File: config.mk
export PLATFORM = sky130hd
export DESIGN_NAME = double_buffer_prefetch_ctrl
export DESIGN_NICKNAME = d
export VERILOG_FILES = /design/src/hw/rtl/dbp_pkg.sv /design/src/hw/rtl/double_buffer_prefetch_ctrl.sv /design/src/hw/rtl/dbp_front.sv /design/src/hw/rtl/dbp_queue.sv /design/src/hw/rtl/dbp_back.sv
export SDC_FILE = /design/constraint.sdc
export NUM_CORES = 2
export LEC_CHECK = 0
export BUFFER_PORTS_ARGS = -buffer_cell sky130_fd_sc_hd__buf_4
export CORE_MARGIN = 3
export CORE_UTILIZATION = 35
export CTS_CLUSTER_SIZE = 40
export DETAILED_ROUTE_END_ITERATION = 10
export SLEW_MARGIN = 0
export SYNTH_ARGS = -nofsm -noshare
export SYNTH_HDL_FRONTEND = slang
export SYNTH_HIERARCHICAL = 1
export SYNTH_SLANG_ARGS = --single-unit
File: constraint.sdc
create_clock -name i_clk -period 20.9 [get_ports i_clk]
set_input_delay 5.225 -clock i_clk [delete_from_list [all_inputs] [get_ports i_clk]]
set_output_delay 5.225 -clock i_clk [all_outputs]
set_load 0.05 [all_outputs]
File: src/hw/rtl/dbp_pkg.sv
package dbp_pkg;

    // Buffer geometry
    localparam int CNT_W = 14;
    localparam int LEN_W = 10;
    localparam logic [CNT_W-1:0] BUF_BYTES   = 14'd8192;
    localparam logic [CNT_W-1:0] CHUNK_BYTES = 14'd512;

    // Request kinds (tuser)
    localparam logic [2:0] REQ_OPEN    = 3'd0;
    localparam logic [2:0] REQ_PUMP    = 3'd1;
    localparam logic [2:0] REQ_CONSUME = 3'd2;
    localparam logic [2:0] REQ_SEEK    = 3'd3;
    localparam logic [2:0] REQ_CLOSE   = 3'd4;

    // Stream phases
    localparam logic [2:0] PH_CLOSED = 3'd0;
    localparam logic [2:0] PH_FILL_A = 3'd1;
    localparam logic [2:0] PH_FILL_B = 3'd2;
    localparam logic [2:0] PH_READY  = 3'd3;
    localparam logic [2:0] PH_END    = 3'd4;
    localparam logic [2:0] PH_ERROR  = 3'd5;

    // Grant status
    localparam logic [1:0] GS_OK        = 2'd0;
    localparam logic [1:0] GS_NOT_READY = 2'd1;
    localparam logic [1:0] GS_END       = 2'd2;

    // Classified request word
    typedef struct packed {
        logic        is_open;
        logic        is_pump;
        logic        is_consume;
        logic        is_seek;
        logic        is_close;
        logic [31:0] file_length;
        logic [31:0] target_position;
        logic [15:0] byte_limit;
        logic [9:0]  bytes_delivered;
        logic        storage_error;
    } t_req;

    // Result word
    typedef struct packed {
        logic [2:0]       stream_phase;
        logic             fill_buffer;
        logic [CNT_W-1:0] fill_start;
        logic [LEN_W-1:0] fill_length;
        logic [CNT_W-1:0] grant_count;
        logic [1:0]       grant_status;
        logic             grant_buffer;
        logic [12:0]      grant_offset;
        logic [CNT_W-1:0] bytes_available;
        logic [31:0]      logical_position;
        logic             at_end;
        logic             fill_advanced;
    } t_res;

    // Unconsumed bytes of one buffer
    function automatic logic [CNT_W-1:0] unread(input logic [CNT_W-1:0] valid,
                                                input logic [CNT_W-1:0] used);
        unread = (used >= valid) ? '0 : valid - used;
    endfunction

endpackage

File: src/hw/rtl/double_buffer_prefetch_ctrl.sv
// Prefetch bookkeeping for one byte stream read ahead into two ping-pong
// buffers (A and B). Requests come in on the s_axis channel: tuser is the
// request kind (open, pump, consume, seek, close), tdata carries its
// arguments. Every request yields exactly one result word on m_axis with
// the fill read to issue, the consume grant, bytes available, the logical
// position and the end flag.
// Each accepted request is written into the request queue; the back end
// then loads the result register from the queue head once that register
// is empty or its word is being taken.
// Throughput: one request per cycle while results are taken; counter
// updates are combinational, so the state loop closes every clock.
// Reset (synchronous, i_rst_n low) leaves the stream closed with all
// counters zero and both channels empty.
// When the receiver stalls, the result register holds its word; the
// two-entry request queue keeps accepting until it fills, then s_axis
// tready drops.
module double_buffer_prefetch_ctrl
    import dbp_pkg::*;
(
    input  logic         i_clk,
    input  logic         i_rst_n,
    input  logic         i_s_axis_tvalid,
    output logic         o_s_axis_tready,
    // file_length[31:0], target_position[63:32], byte_limit[79:64],
    // bytes_delivered[89:80], storage_error[90], zero[95:91]
    input  logic [95:0]  i_s_axis_tdata,
    // req_type[2:0]
    input  logic [2:0]   i_s_axis_tuser,
    output logic         o_m_axis_tvalid,
    input  logic         i_m_axis_tready,
    // stream_phase[2:0], fill_buffer[3], fill_start[17:4], fill_length[27:18],
    // grant_count[41:28], grant_status[43:42], grant_buffer[44],
    // grant_offset[57:45], bytes_available[71:58], logical_position[103:72],
    // at_end[104], fill_advanced[105], zero[111:106]
    output logic [111:0] o_m_axis_tdata
);

    logic fr_valid;
    t_req fr_req;
    logic q_full;
    logic q_valid;
    t_req q_req;
    logic bk_pop;
    t_res bk_res;

    assign o_s_axis_tready = !q_full;

    // Front: classify requests
    dbp_front u_front (
        .i_valid (i_s_axis_tvalid),
        .i_kind  (i_s_axis_tuser),
        .i_data  (i_s_axis_tdata),
        .o_valid (fr_valid),
        .o_req   (fr_req)
    );

    // Queue between front and back
    dbp_queue u_queue (
        .i_clk   (i_clk),
        .i_rst_n (i_rst_n),
        .i_push  (fr_valid && !q_full),
        .i_req   (fr_req),
        .o_full  (q_full),
        .i_pop   (bk_pop),
        .o_valid (q_valid),
        .o_req   (q_req)
    );

    // Back: stream state and result register
    dbp_back u_back (
        .i_clk   (i_clk),
        .i_rst_n (i_rst_n),
        .i_valid (q_valid),
        .i_req   (q_req),
        .o_pop   (bk_pop),
        .o_valid (o_m_axis_tvalid),
        .i_ready (i_m_axis_tready),
        .o_res   (bk_res)
    );

    // Result word packing
    assign o_m_axis_tdata = {6'b0,
                             bk_res.fill_advanced,
                             bk_res.at_end,
                             bk_res.logical_position,
                             bk_res.bytes_available,
                             bk_res.grant_offset,
                             bk_res.grant_buffer,
                             bk_res.grant_status,
                             bk_res.grant_count,
                             bk_res.fill_length,
                             bk_res.fill_start,
                             bk_res.fill_buffer,
                             bk_res.stream_phase};

endmodule

File: src/hw/rtl/dbp_front.sv
module dbp_front
    import dbp_pkg::*;
(
    input  logic        i_valid,
    input  logic [2:0]  i_kind,
    input  logic [95:0] i_data,
    output logic        o_valid,
    output t_req        o_req
);

    // Decode request kind, unpack payload fields
    always_comb begin
        o_req = '0;
        unique case (i_kind)
            REQ_OPEN:    o_req.is_open    = 1'b1;
            REQ_PUMP:    o_req.is_pump    = 1'b1;
            REQ_CONSUME: o_req.is_consume = 1'b1;
            REQ_SEEK:    o_req.is_seek    = 1'b1;
            REQ_CLOSE:   o_req.is_close   = 1'b1;
            default:     o_req.is_close   = 1'b0;
        endcase
        o_req.file_length     = i_data[31:0];
        o_req.target_position = i_data[63:32];
        o_req.byte_limit      = i_data[79:64];
        o_req.bytes_delivered = i_data[89:80];
        o_req.storage_error   = i_data[90];
    end

    assign o_valid = i_valid;

endmodule

File: src/hw/rtl/dbp_queue.sv
module dbp_queue
    import dbp_pkg::*;
(
    input  logic i_clk,
    input  logic i_rst_n,
    input  logic i_push,
    input  t_req i_req,
    output logic o_full,
    input  logic i_pop,
    output logic o_valid,
    output t_req o_req
);

    t_req       r_mem [2];
    logic       r_wr;
    logic       r_rd;
    logic [1:0] r_cnt;
    logic [1:0] n_cnt;

    assign o_full  = (r_cnt == 2'd2);
    assign o_valid = (r_cnt != 2'd0);
    assign o_req   = r_mem[r_rd];

    always_comb begin
        n_cnt = r_cnt;
        if (i_push && !i_pop) n_cnt = r_cnt + 2'd1;
        else if (!i_push && i_pop) n_cnt = r_cnt - 2'd1;
    end

    // Pointers and fill count
    always_ff @(posedge i_clk) begin
        if (!i_rst_n) begin
            r_wr  <= 1'b0;
            r_rd  <= 1'b0;
            r_cnt <= 2'd0;
        end else begin
            if (i_push) r_wr <= ~r_wr;
            if (i_pop) r_rd <= ~r_rd;
            r_cnt <= n_cnt;
        end
    end

    // Storage
    always_ff @(posedge i_clk) begin
        if (i_push) r_mem[r_wr] <= i_req;
    end

endmodule

File: src/hw/rtl/dbp_back.sv
module dbp_back
    import dbp_pkg::*;
(
    input  logic i_clk,
    input  logic i_rst_n,
    input  logic i_valid,
    input  t_req i_req,
    output logic o_pop,
    output logic o_valid,
    input  logic i_ready,
    output t_res o_res
);

    // Stream state
    logic [2:0]       r_phase, n_phase;
    logic [31:0]      r_len, n_len;
    logic [31:0]      r_cur, n_cur;
    logic [CNT_W-1:0] r_valid [2];
    logic [CNT_W-1:0] n_valid [2];
    logic [CNT_W-1:0] r_used [2];
    logic [CNT_W-1:0] n_used [2];
    logic             r_act, n_act;
    logic [CNT_W-1:0] r_part, n_part;

    // Result register
    logic             r_out_vld;
    t_res             r_res, n_res;
    logic [31:0]      r_out_cur, n_out_cur;
    logic [CNT_W:0]   r_out_buf, n_out_buf;

    // Step temporaries
    logic [2:0]       ph;
    logic             fb;
    logic             side;
    logic             stop;
    logic [CNT_W-1:0] part, room, nreq, avl, part2;
    logic [31:0]      left, cur2;
    logic [LEN_W-1:0] nlen, got;

    assign o_pop   = i_valid && (!r_out_vld || i_ready);
    assign o_valid = r_out_vld;

    // One request against the stream state
    always_comb begin
        n_phase  = r_phase;
        n_len    = r_len;
        n_cur    = r_cur;
        n_valid  = r_valid;
        n_used   = r_used;
        n_act    = r_act;
        n_part   = r_part;
        n_res    = '0;
        ph       = r_phase;
        fb       = 1'b0;
        side     = r_act;
        stop     = 1'b0;
        part     = r_part;
        room     = '0;
        nreq     = '0;
        avl      = '0;
        part2    = '0;
        left     = '0;
        cur2     = r_cur;
        nlen     = '0;
        got      = '0;

        if (i_req.is_open) begin
            n_len   = i_req.file_length;
            n_cur   = '0;
            n_valid = '{default: '0};
            n_used  = '{default: '0};
            n_act   = 1'b0;
            n_part  = '0;
            n_phase = PH_FILL_A;
        end else if (i_req.is_pump) begin
            // re-arm fill of an emptied inactive buffer
            if (r_phase == PH_READY && r_valid[~r_act] == '0 && r_cur < r_len) begin
                ph   = r_act ? PH_FILL_A : PH_FILL_B;
                part = '0;
            end
            n_part = part;
            if (ph == PH_FILL_A || ph == PH_FILL_B) begin
                fb = (ph == PH_FILL_B);
                n_res.fill_advanced = 1'b1;
                if (r_cur >= r_len) begin
                    // end of data: commit what is there
                    n_valid[fb] = part;
                    n_used[fb]  = '0;
                    n_part      = '0;
                    ph = (r_valid[~fb] != '0) ? PH_READY : PH_END;
                end else begin
                    room = (part >= BUF_BYTES) ? '0 : BUF_BYTES - part;
                    left = r_len - r_cur;
                    nreq = (room < CHUNK_BYTES) ? room : CHUNK_BYTES;
                    if (left < {{(32-CNT_W){1'b0}}, nreq}) nreq = left[CNT_W-1:0];
                    nlen = nreq[LEN_W-1:0];
                    n_res.fill_buffer = fb;
                    n_res.fill_start  = part;
                    n_res.fill_length = nlen;
                    if (i_req.storage_error) begin
                        ph = PH_ERROR;
                    end else begin
                        got   = (i_req.bytes_delivered > nlen) ? nlen : i_req.bytes_delivered;
                        part2 = part + {{(CNT_W-LEN_W){1'b0}}, got};
                        cur2  = r_cur + {{(32-LEN_W){1'b0}}, got};
                        n_cur  = cur2;
                        n_part = part2;
                        if (part2 >= BUF_BYTES || cur2 >= r_len) begin
                            // buffer complete
                            n_valid[fb] = part2;
                            n_used[fb]  = '0;
                            n_part      = '0;
                            if (!fb && r_valid[1] == '0 && cur2 < r_len) ph = PH_FILL_B;
                            else ph = PH_READY;
                        end
                    end
                end
            end
            n_phase = ph;
        end else if (i_req.is_consume) begin
            if (r_phase == PH_CLOSED || r_phase == PH_ERROR) begin
                n_res.grant_status = GS_END;
            end else begin
                side = r_act;
                avl  = unread(r_valid[side], r_used[side]);
                if (avl == '0) begin
                    if (r_valid[~side] != '0) begin
                        // swap to the other buffer
                        n_valid[side] = '0;
                        n_used[side]  = '0;
                        side  = ~side;
                        n_act = side;
                        avl   = unread(r_valid[side], r_used[side]);
                    end else begin
                        n_res.grant_status = (r_phase == PH_END) ? GS_END : GS_NOT_READY;
                        stop = 1'b1;
                    end
                end
                if (!stop) begin
                    if (avl == '0) begin
                        n_res.grant_status = (r_phase == PH_END) ? GS_END : GS_NOT_READY;
                    end else begin
                        n_res.grant_count  = ({2'b0, avl} > i_req.byte_limit)
                                             ? i_req.byte_limit[CNT_W-1:0] : avl;
                        n_res.grant_buffer = side;
                        n_res.grant_offset = r_used[side][12:0];
                        n_res.grant_status = GS_OK;
                        n_used[side] = r_used[side] + n_res.grant_count;
                    end
                end
            end
        end else if (i_req.is_seek) begin
            if (r_phase != PH_CLOSED) begin
                if (i_req.storage_error) begin
                    n_phase = PH_ERROR;
                end else begin
                    n_cur   = i_req.target_position;
                    n_valid = '{default: '0};
                    n_used  = '{default: '0};
                    n_act   = 1'b0;
                    n_part  = '0;
                    n_phase = (i_req.target_position < r_len) ? PH_FILL_A : PH_END;
                end
            end
        end else if (i_req.is_close) begin
            n_phase = PH_CLOSED;
        end

        // Report state after the step
        n_res.stream_phase    = n_phase;
        n_res.bytes_available = unread(n_valid[n_act], n_used[n_act]);
        n_res.at_end          = (n_phase == PH_END) && (n_res.bytes_available == '0);
        n_out_cur             = n_cur;
        n_out_buf             = {1'b0, n_res.bytes_available} + {1'b0, n_valid[~n_act]};
    end

    // State and output handshake
    always_ff @(posedge i_clk) begin
        if (!i_rst_n) begin
            r_phase   <= PH_CLOSED;
            r_len     <= '0;
            r_cur     <= '0;
            r_valid   <= '{default: '0};
            r_used    <= '{default: '0};
            r_act     <= 1'b0;
            r_part    <= '0;
            r_out_vld <= 1'b0;
        end else begin
            if (o_pop) begin
                r_phase   <= n_phase;
                r_len     <= n_len;
                r_cur     <= n_cur;
                r_valid   <= n_valid;
                r_used    <= n_used;
                r_act     <= n_act;
                r_part    <= n_part;
                r_out_vld <= 1'b1;
            end else if (i_ready) begin
                r_out_vld <= 1'b0;
            end
        end
    end

    // Result payload
    always_ff @(posedge i_clk) begin
        if (o_pop) begin
            r_res     <= n_res;
            r_out_cur <= n_out_cur;
            r_out_buf <= n_out_buf;
        end
    end

    // Position behind buffered bytes, floored at zero
    always_comb begin
        o_res = r_res;
        o_res.logical_position = (r_out_cur > {{(31-CNT_W){1'b0}}, r_out_buf})
                                 ? r_out_cur - {{(31-CNT_W){1'b0}}, r_out_buf} : '0;
    end

endmodule

==> run metrics <==
status finished clean; r2r worst-path depth 90; die height 308 µm; clk buf depth 3; largest family of logic cells by synthesized area compound AO/OA/AOI/OAI gates; Final period util 0.929; vias in the first global route 24,500; most frequent CP cell nor2_1; Post-synth EDFFs 313; clk slew on worst S/H paths 0.06 ns; post-synthesis sequential area ratio 0.386; # nets final 3,761; Post-synth ARST share 0; DR DRC count 0; Yosys top cell by area edfxtp_1; Placer Congestion 0.936; clk_lat worst skew 0.63 ns; top-level port count 217; fin crit period 19.42 ns; # diodes 0; Post-DP HPWL 76,900 µm; DRT Pass-1 Iters 8; synthesized flop and latch total 457; grt ovf 0; maximum fanout along the worst path 14; WL/cell 21.7 µm; post-synthesis adder-cell area fraction 0.0991; complex-gate fraction of the synthesized area 0.180; H-tree depth 2; vias 25,900; Mapped Area 0.0318 mm²; Post-Synth Simple-Gate Area 0.147; total track usage 0.204; Synth Instances 3,336; antenna violations before repair 2; drt total wl 100,000 µm; Placed Cells 4,518; first-pass GRT wire length 150,000 µm; Hold Vio Cnt, Final 0; synth-to-layout area growth 12.6%; Synth Flop Type edfxtp_1; Finished Layout Cells 4,621; remaining antenna violation count 0; final count of negative-setup-slack endpoints 0; max-cap check violation count 0; most area-consuming cells after synthesis edfxtp_1, ha_1, dfxtp_1; layout cells sized above 1 0.172; Rows 109; Chip Width 308 µm; Via density 5.61; multiplexer share of the synthesized area 0.0848; Slew Limit Fails 0; FF-to-FF setup slack 1.48 ns; hold path depth 2; Synth top area share 0.295; Yosys cell types 104; Worst path slowest cell or4_4; Required @ worst endpoint 21.27 ns; CP Capture Type register; largest net degree at the start of global routing 75; measured slew at the worst slew-check pin 1.10 ns; max incr delay on CP 0.57 ns; hold_buf cts 0; TritonCTS buffer count 53; Initial DRC Count 2,820; relative slew slack 0.264; setup_tns 0 ns; Mean Syn Cell Area 9.54 µm²; TritonCTS clock tree yes; Startpoint Class register; CP arrival 19.79 ns; worst hold path type register to register; WS Path Type register to register; Initial Util 0.356; Ys Warns 6; Die ar. 0.0946 mm²; RSZ-0062 raised after global routing no; fmax 0.0515 GHz; Clock Root Buffer clkbuf_16; Final Skew 0.0258 ns; Synth Area in XOR/XNOR 0.0360; TritonCTS Sinks 457; I/O Buffers 205; Core Region 0.0893 mm²
## cell usage after synthesis, types with 16 or more instances
master	instances
o21ai_0	155
a222oi_1	21
nand2b_1	23
nor3_1	74
clkbuf_1	114
inv_1	192
a221o_1	25
mux2_4	40
o22ai_1	21
dfxtp_1	144
a21o_1	73
buf_2	17
a31oi_1	23
o211ai_1	16
or3_1	19
nor2b_1	42
and3_1	44
or2_2	21
and2_1	26
xnor2_1	96
edfxtp_1	313
xor2_1	35
nand3_1	62
a21boi_0	17
nor4_1	31
mux2i_1	87
nand4_1	48
a211oi_1	49
o21a_1	36
nor2_1	269
buf_4	99
mux2_2	107
a21oi_1	244
ha_1	237
a22o_1	35
nand2_1	255
## critical path: cells and delay by family (launching register included)
kind / cells / cell delay (ns)
AOI/OAI and AO/OA: 42 / 8.74
xor gates and xnor gates: 1 / 0.13
adders and majority gates: 12 / 3.51
buffers and inverters: 6 / 0.79
DFF: 1 / 0.46
muxes: 2 / 0.56
and+or+nand+nor: 27 / 4.93
## registers in the layout (all words and copies together) (netlist names), 15 cells and up, named ones only
name,flops
u_back/r_used,28
u_back/r_len,32
u_back/r_valid,28
u_back/r_cur,32
u_queue/r_mem,192
u_back/r_out_cur,32
u_back/o_res,74
u_back/r_out_buf,15
## kinds of logic after synthesis
| group | after synthesis |
|---|---|
| flip-flops | 457 |
| AO/OA/AOI/OAI | 855 |
| other | 2 |
| XOR/XNOR | 131 |
| multiplexers | 236 |
| buffers and inverters | 443 |
| AND/OR/NAND/NOR | 965 |
| adder cells (fa/ha/maj) | 247 |
## through the flow
stage | util | worst slack (ns) | hold WS (ns) | cell area [µm²]
after floorplan | - | 3.08 | 0.436 | 31900
after global placement | 0.380 | 0.794 | 0.445 | 33900
after detailed placement | 0.380 | 0.626 | 0.458 | 33900
after CTS | 0.400 | 0.553 | 0.469 | 35700
after global routing | 0.401 | 0.0316 | 0.494 | 35900
final | 0.401 | 1.48 | 0.474 | 35900
## final cells by class
cell class / instances / area [µm²]
fillers: 8834 / 53500
multi-input cells: 2444 / 17600
flip-flops and latches: 457 / 12300
repair buffers: 263 / 1970
clock buffers: 64 / 1470
well taps: 1165 / 1460
inverters: 193 / 733
clock inverters: 35 / 337
## worst paths after layout
kind                                                    start                              to
worst min-delay path            u_back/r_cur[16]$_SDFFE_PN0P_   u_back/r_cur[16]$_SDFFE_PN0P_
worst max register to register   u_back/r_cur[0]$_SDFFE_PN0P_  u_back/r_out_buf[14]$_DFFE_PP_
worst max-delay path             u_back/r_cur[0]$_SDFFE_PN0P_  u_back/r_out_buf[14]$_DFFE_PP_
worst min register to register  u_back/r_cur[16]$_SDFFE_PN0P_   u_back/r_cur[16]$_SDFFE_PN0P_
## metal layers
metal,wire (µm),part of all wire,track usage
met3,8310,0.083,0.0406
met5,0,0,0
met2,42900,0.43,0.308
met4,2530,0.025,0.0554
met1,46500,0.46,0.296
## what timing repair did
| item | in CTS | in global routing |
|---|---|---|
| setup buffers | 0 | 4 |
| resized for setup | 0 | 28 |
| endpoints found under the setup margin | 0 | 9 |
## cells in the final DEF, fill, tap and decap left out, types with 48 or more instances in the layout
| cell type | netlist | final |
|---|---|---|
| nand2_1 | 255 | 255 |
| xnor2_1 | 96 | 96 |
| nand4_1 | 48 | 48 |
| clkbuf_16 | 0 | 55 |
| buf_4 | 99 | 263 |
| nor3_1 | 74 | 67 |
| a21o_1 | 73 | 73 |
| edfxtp_1 | 313 | 313 |
| a21oi_1 | 244 | 240 |
| o21ai_0 | 155 | 153 |
| ha_1 | 237 | 234 |
| inv_1 | 192 | 190 |
| mux2_2 | 107 | 107 |
| a211oi_1 | 49 | 48 |
| nand3_1 | 62 | 61 |
| mux2i_1 | 87 | 87 |
| nor2_1 | 269 | 268 |
| dfxtp_1 | 144 | 139 |
Power is not shown: default switching activity piles up to over one toggle a cycle in this logic, so the estimate is an artifact.
